$ cat config.mk
export PLATFORM = sky130hd
export DESIGN_NAME = gvbs_cfg
export DESIGN_NICKNAME = d
export VERILOG_FILES = /design/src/rtl/core/gvbs_pkg.sv /design/src/rtl/core/gvbs_cfg.sv
export SDC_FILE = /design/constraint.sdc
export NUM_CORES = 1
export LEC_CHECK = 0
export BUFFER_PORTS_ARGS = -buffer_cell sky130_fd_sc_hd__buf_2
export CAP_MARGIN = 20
export CORE_ASPECT_RATIO = 0.9
export CORE_MARGIN = 2
export CORE_UTILIZATION = 43
export DETAILED_ROUTE_END_ITERATION = 8
export PLACE_DENSITY_LB_ADDON = 0.05
export REMOVE_ABC_BUFFERS = 1
export SKIP_LAST_GASP = 1
export SLEW_MARGIN = 10
export SYNTH_ARGS = -nofsm -noshare
export SYNTH_HDL_FRONTEND = slang
export SYNTH_SLANG_ARGS = --single-unit
$ cat constraint.sdc
create_clock -name clk -period 1.45 [get_ports clk]
set_clock_uncertainty 0.1 [all_clocks]
set_input_delay 0.0725 -clock clk [delete_from_list [all_inputs] [get_ports clk]]
set_output_delay 0.0725 -clock clk [all_outputs]
set_load 0.02 [all_outputs]
$ cat src/rtl/core/gvbs_pkg.sv
// Shared types and constants of the garbage-collection victim block selector.
package gvbs_pkg;

    // Default sizing of the block table.
    localparam int DEF_BLOCK_DEPTH = 1024;
    localparam int DEF_COUNT_BITS  = 16;

    // Fixed field widths of the item channels and the register port.
    localparam int IDX_W   = 10;
    localparam int VIDX_W  = 11;
    localparam int PAGE_W  = 16;
    localparam int STAMP_W = 48;
    localparam int LS_W    = 3;
    localparam int PADDR_W = 4;
    localparam int PDATA_W = 32;

    // Item functions.
    localparam logic FUNC_WRITE  = 1'b0;
    localparam logic FUNC_SELECT = 1'b1;

    // Selection modes.
    localparam logic MODE_GREEDY = 1'b0;
    localparam logic MODE_EDT    = 1'b1;

    // Block list states.
    localparam logic [LS_W-1:0] LS_EMPTY     = 3'd0;
    localparam logic [LS_W-1:0] LS_OPEN      = 3'd1;
    localparam logic [LS_W-1:0] LS_FULL      = 3'd2;
    localparam logic [LS_W-1:0] LS_GC_IN_USE = 3'd3;
    localparam logic [LS_W-1:0] LS_GC_READ   = 3'd4;
    localparam logic [LS_W-1:0] LS_GC_WRITE  = 3'd5;

    // Register indexes (word address on the register port).
    localparam logic [1:0] REG_MODE    = 2'd0;
    localparam logic [1:0] REG_CEILING = 2'd1;
    localparam logic [1:0] REG_BLOCKS  = 2'd2;

    // Register reset values.
    localparam logic [PAGE_W-1:0] CEILING_RST = 16'hFFFF;
    localparam logic [VIDX_W-1:0] BLOCKS_RST  = 11'd1024;

    typedef struct packed {
        logic              selection_mode;
        logic [PAGE_W-1:0] valid_ceiling;
        logic [VIDX_W-1:0] blocks_in_use;
    } cfg_t;

endpackage

$ cat src/rtl/core/gvbs_cfg.sv
// APB register file holding the selection mode, valid ceiling and scan length.
module gvbs_cfg (
    input  logic                         clk,
    input  logic                         rst_n,
    input  logic                         psel,
    input  logic                         penable,
    input  logic                         pwrite,
    input  logic [gvbs_pkg::PADDR_W-1:0] paddr,
    input  logic [gvbs_pkg::PDATA_W-1:0] pwdata,
    output logic [gvbs_pkg::PDATA_W-1:0] prdata,
    output logic                         pready,
    output gvbs_pkg::cfg_t               cfg
);
    import gvbs_pkg::*;

    logic       mode_reg;
    logic [PAGE_W-1:0] ceiling_reg;
    logic [VIDX_W-1:0] blocks_reg;
    logic       wr_en;
    logic [1:0] reg_sel;

    assign pready  = 1'b1;
    assign reg_sel = paddr[3:2];
    assign wr_en   = psel && penable && pwrite;

    always_ff @(posedge clk or negedge rst_n)
    begin
        if (!rst_n)
        begin
            mode_reg    <= MODE_GREEDY;
            ceiling_reg <= CEILING_RST;
            blocks_reg  <= BLOCKS_RST;
        end
        else if (wr_en)
        begin
            unique case (reg_sel)
                REG_MODE:    mode_reg    <= pwdata[0];
                REG_CEILING: ceiling_reg <= pwdata[PAGE_W-1:0];
                REG_BLOCKS:  blocks_reg  <= pwdata[VIDX_W-1:0];
                default:     ;
            endcase
        end
    end

    always_comb
    begin
        unique case (reg_sel)
            REG_MODE:    prdata = {{(PDATA_W-1){1'b0}}, mode_reg};
            REG_CEILING: prdata = {{(PDATA_W-PAGE_W){1'b0}}, ceiling_reg};
            REG_BLOCKS:  prdata = {{(PDATA_W-VIDX_W){1'b0}}, blocks_reg};
            default:     prdata = '0;
        endcase
    end

    assign cfg.selection_mode = mode_reg;
    assign cfg.valid_ceiling  = ceiling_reg;
    assign cfg.blocks_in_use  = blocks_reg;

endmodule

==> results of run 1 <==
## layout by cell type (no fill, tap or decap), types with 2 or more instances in the layout
cell / n
buf_2: 65
mux2_2: 28
conb_1: 17
dfstp_2: 17
dlygate4sd3_1: 17
dfrtp_1: 11
a22o_1: 10
buf_4: 10
and2_1: 5
clkbuf_4: 3
nor2b_1: 2
## kinds of logic (layout without fill, tap and decap cells)
| group | Yosys count | count (layout) | synth area share |
|---|---|---|---|
| flops | 28 | 28 | 0.516 |
| simple gates | 12 | 12 | 0.0634 |
| mux | 29 | 29 | 0.232 |
| other cells | 2 | 17 | 0.00536 |
| buf+inv | 22 | 96 | 0.117 |
| compound gates | 11 | 11 | 0.0661 |
## what timing repair did
item	in CTS	in global routing
setup buffers	1	0
endpoints found under the hold margin	39	0
setup endpoints to repair	1	1
hold buffers	17	0
gates resized for setup	0	2
## power by group through the flow
stage                     clock network (W)  logic (W)  registers (W)
after floorplan                           0   0.000347        0.00141
after global placement                    0   0.000906        0.00117
after detailed placement                  0   0.000914        0.00119
after CTS                          0.000401   0.000961        0.00117
after global routing               0.000413    0.00103        0.00120
final                              0.000370   0.000959        0.00117
## final cells by class
cell class | instances | area share
Timing Repair Buffer | 92 | 0.292
Tap cell | 42 | 0.0269
Multi-Input combinational cell | 69 | 0.294
Clock buffer | 4 | 0.0185
Sequential cell | 28 | 0.369
## how the worst min path moves through the flow
stage,start,endpoint
6_report,paddr[2],mode_reg
5_1_grt,paddr[2],mode_reg
4_1_cts,paddr[2],mode_reg
3_5_place_dp,rst_n,blocks_reg[6]
3_3_place_gp,rst_n,blocks_reg[5]
2_1_floorplan,rst_n,blocks_reg[0]
## routing by layer
layer / GRT usage / wire (um)
met2: 0.326 / 1670
met3: 0.0291 / 164
met5: 0 / 0
met4: 0.0365 / 15
met1: 0.205 / 1230
## metrics by stage
stage	power [W]	setup WS (ns)	hold slack, ns	instance area, um^2	util
floorplan	0.00176	-0.259	-0.323	1290	-
global placement	0.00208	0.192	0.00836	1740	0.563
detailed placement	0.00210	0.168	0.0224	1740	0.563
CTS	0.00253	0.00452	0.0912	1950	0.632
global route	0.00264	-0.0125	0.125	1960	0.633
finish	0.00250	0.0740	0.115	1960	0.633
## worst min-delay path, delay by kind of cell
kind	cells	cell delay, ns
buffers and inverters	1	0.15
multiplexers	1	0.22
AND/OR/NAND/NOR	1	0.07
==> flow_metrics.tcl, run 1 <==
set metrics [dict create \
    cts_tree "done" \
    grt_use_total 0.172 \
    clkSinkCount 28 \
    grt_max_degree 29 \
    core_um2 3090 \
    grt_pass1_wl_um 4990 \
    ant_nets 0 \
    syn2layout_area_growth_pct 39.8 \
    initial_core_util 0.453 \
    die_x_um 64.2 \
    cp_top_family "flip-flops" \
    powerDensity_nw_per_um2 1280 \
    drtIter0Drc 14 \
    synth_warnings 0 \
    internal_power_w 0.00160 \
    r2r_cells 2 \
    run_status "finished clean" \
    io_pins 102 \
    path_class "flop to output port" \
    seq_area_um2 722 \
    pwr-share-comb 0.384 \
    route.detailed.drc 0 \
    crit_arrival_ns 1.20 \
    die_area_um2 3730 \
    crit_fanout 3 \
    startpoint "ceiling_reg[5]" \
    ys.flop_type "dfstp_2" \
    cp_slowest_cell "dfstp_2" \
    critPathMaxStageDelay_ns 0.57 \
    relSlewSlack 0.593 \
    leakagePower_nw 0.984 \
    filler_cell_count 269 \
    p_switching_w 0.000892 \
    rsz0062_at_grt "yes" \
    worstPathRequired_ns 1.28 \
    seq_area_frac_synth 0.516 \
    fin_cells 235 \
    wire_per_inst_um 13.1 \
    io_buffers 66 \
    antenna_cells 0 \
    cts_root_buf "clkbuf_4" \
    fin_nets 235 \
    grt_antenna_before_repair 0 \
    startpoint_type "flop" \
    syn_inst 104 \
    path_cells "a22o_1 > buf_2" \
    dp.cells 213 \
    yosys.area.top_type "dfstp_2" \
    timing.setup.tns_ns 0 \
    worstReg2RegStart "ceiling_reg[0]" \
    cts_max_level 1 \
    ys_top_cells_by_count "28 x mux2_2, 19 x buf_4, 17 x dfstp_2, 11 x dfrtp_1, 10 x a22o_1" \
    cts_buffers 3 \
    maxCapViolations 0 \
    drive_above_1_share 0.658 \
    drv_slew 0 \
    vdd_drop_max_mv 0.624 \
    multi_input_area_um2 576 \
    synth_edf_count 0 \
    final-setup-viol-count 0 \
    synth_cell_types 17 \
    clock_latency_ns 0.31 \
    synth_area_leaders "dfstp_2 32%, mux2_2 23%, dfrtp_1 20%, buf_4 10%, a22o_1 6.3%" \
    hold_violations 0 \
    syn_avg_cell_area_um2 13.5 \
    largest_register_ffs 16 \
    routed_wl_um 3090 \
    min-delay-path-class "primary input to flop" \
    rows 19 \
    r2r_end "ceiling_reg[0]" \
    tightestPinTransition_ns 0.610 \
    clkSlewWorstSetupHoldPaths_ns 0.14 \
    die_y_um 58.1 \
    r2r_slack_ns 0.53 \
    clock_path_buffers 2 \
    vias 1066 \
    grt_overflow 0 \
    place.gp.congestion 0.664 \
    ys_seq_elements 28 \
    syn_area_um2 1400 \
    grt_pass1_vias 1063 \
    cp_num_cells 2 \
    synth.top_cell.area_share 0.319 \
    p_clk_frac 0.148 \
    fmax_mhz 727 \
    seqPwrFrac 0.468 \
    async_flop_share 1.00 \
    synth_most_common_cell "mux2_2" \
    sw_frac_of_total 0.357 \
    holdPathStages 3 \
    drtPass1Iterations 3 \
    crit_end "prdata[5]" \
    timing.final.crit_period_ns 1.38 \
    endpoint_kind "output port" \
    fin_crit_sh 0.949 \
    cp_num_buf_inv 1 \
    viasPerCell 4.54 \
    hpwl_um 2200 \
]
(Power assumes the default switching activity.)
==> run 2: changes to the inputs <==
--- a/config.mk
+++ b/config.mk
@@ -11,7 +11,7 @@
 export CORE_MARGIN = 2
 export CORE_UTILIZATION = 43
 export DETAILED_ROUTE_END_ITERATION = 8
-export PLACE_DENSITY_LB_ADDON = 0.05
+export PLACE_DENSITY = 0.84
 export REMOVE_ABC_BUFFERS = 1
 export SKIP_LAST_GASP = 1
 export SLEW_MARGIN = 10
==> constraint.sdc (replaced) <==
create_clock -name clk -period 1.6 [get_ports clk]
set_clock_uncertainty 0.1 [all_clocks]
set_input_delay 0.08 -clock clk [delete_from_list [all_inputs] [get_ports clk]]
set_output_delay 0.08 -clock clk [all_outputs]
set_load 0.02 [all_outputs]
==> flow_metrics.tcl, run 2 (synthesized netlist as in run 1, its figures left out) <==
set metrics [dict create \
    endpoint_kind "output port" \
    die_area_um2 3730 \
    place_ws_ns 0.270 \
    critPathMaxStageDelay_ns 0.57 \
    io_pins 102 \
    cp_top_family "flip-flops" \
    core_um2 3090 \
    die_y_um 58.1 \
    cp_num_buf_inv 1 \
    clock_latency_ns 0.31 \
    maxCapViolations 0 \
    drive_above_1_share 0.646 \
    largest_register_ffs 16 \
    relSlewSlack 0.591 \
    r2r_cells 1 \
    vdd_drop_max_mv 0.707 \
    drtPass1Iterations 4 \
    path_cells "mux2i_1 > o21ai_0 > buf_2" \
    hold_violations 0 \
    fin_crit_sh 0.925 \
    fin_ws_ns 0.120 \
    place.gp.congestion 0.775 \
    final_cell_mix "66 x buf_2, 28 x mux2_2, 17 x conb_1, 17 x dfstp_2, 17 x dlygate4sd3_1" \
    route.detailed.drc 0 \
    cts_root_buf "clkbuf_4" \
    initial_core_util 0.453 \
    fin_nets 231 \
    routed_wl_um 3130 \
    vias 1106 \
    cp_num_cells 3 \
    antenna_cells 0 \
    clkSinkCount 28 \
    cts_tree "done" \
    clkSlewWorstSetupHoldPaths_ns 0.14 \
    stdcell_area_um2 1910 \
    crit_arrival_ns 1.30 \
    grt_pass1_vias 1105 \
    postCtsResizedCells 0 \
    final_util 0.619 \
    syn2layout_area_growth_pct 36.7 \
    crit_end "prdata[0]" \
    grt_pass1_wl_um 5020 \
    die_x_um 64.2 \
    worstPathRequired_ns 1.42 \
    startpoint_type "flop" \
    grt_antenna_before_repair 0 \
    path_class "flop to output port" \
    timing.final.crit_period_ns 1.48 \
    cts_max_level 1 \
    startpoint "ceiling_reg[0]" \
    powerDensity_nw_per_um2 1150 \
    leakagePower_nw 0.957 \
    final-setup-viol-count 0 \
    rows 19 \
    hpwl_um 2190 \
    r2r_slack_ns 0.71 \
    ant_nets 0 \
    rsz0062_at_grt "no" \
    wire_per_inst_um 13.5 \
    run_status "finished clean" \
    layout_commonest_cell "buf_2" \
    drtIter0Drc 10 \
    r2r_end "blocks_reg[0]" \
    viasPerCell 4.79 \
    crit_fanout 3 \
    drv_slew 0 \
    io_buffers 66 \
    tightestPinTransition_ns 0.613 \
    fmax_mhz 676 \
    cts_buffers 3 \
    worstReg2RegStart "blocks_reg[0]" \
    grt_overflow 0 \
    cp_slowest_cell "dfstp_2" \
    placed_cell_area_um2 1720 \
    grt_max_degree 29 \
    clock_path_buffers 2 \
    min-delay-path-class "primary input to flop" \
    grt_use_total 0.170 \
]
==> run 2: worst min-delay path, delay by kind of cell <==
kind / cells / cell delay, ns
multiplexers: 1 / 0.22
AND/OR/NAND/NOR: 1 / 0.08
buffers and inverters: 1 / 0.15
==> run 2: power breakdown <==
| group | leakage, nW | total (W) | internal [W] | switching (W) |
|---|---|---|---|---|
| clock | 0.0150 | 0.000288 | 0.0000973 | 0.000191 |
| combinational | 0.629 | 0.000858 | 0.000357 | 0.000501 |
| sequential | 0.313 | 0.00106 | 0.000946 | 0.000118 |
==> run 2: repair_timing <==
action                                  4_1_cts  5_1_grt
buffers inserted                              0        0
endpoints found under the setup margin        0        0
hold buffers                                 17        0
hold endpoints to repair                     39        0
==> run 2: worst min path at each step <==
stage              from             to  slack (ns)  depth (start not counted)
5_1_grt        paddr[2]       mode_reg        0.13                          3
6_report       paddr[2]       mode_reg        0.14                          3
3_3_place_gp      rst_n  blocks_reg[9]       0.006                          1
3_5_place_dp      rst_n  blocks_reg[3]        0.03                          1
2_1_floorplan     rst_n  blocks_reg[0]       -0.32                          0
4_1_cts        paddr[2]       mode_reg        0.11                          3
==> run 2: layout make-up <==
cell class                 count  area (um^2)
fill                         254         1180
sequential                    28          722
multi-input combinational     69          576
timing repair buffer          88          538
tap                           42         52.6
clock buffer                   4         26.3
==> run 2: stage by stage <==
| stage | instances | hold WS, ns | setup TNS (ns) | total power (W) |
|---|---|---|---|---|
| 3_5_place_dp | 210 | 0.0297 | 0 | 0.00191 |
| 5_1_grt | 231 | 0.125 | 0 | 0.00234 |
| 2_1_floorplan | 97 | -0.316 | -1.24 | 0.00160 |
| 6_report | 231 | 0.137 | 0 | 0.00221 |
| 4_1_cts | 231 | 0.112 | 0 | 0.00223 |
| 3_3_place_gp | 210 | 0.00620 | 0 | 0.00188 |
==> run 2: routing by layer <==
layer | global-route usage | vias up | part of all wire
li1 | - | 499 | -
met1 | 0.194 | 544 | 0.42
met2 | 0.320 | 57 | 0.50
met3 | 0.0311 | 6 | 0.062
met4 | 0.0608 | 0 | 0.018
met5 | 0 | - | 0
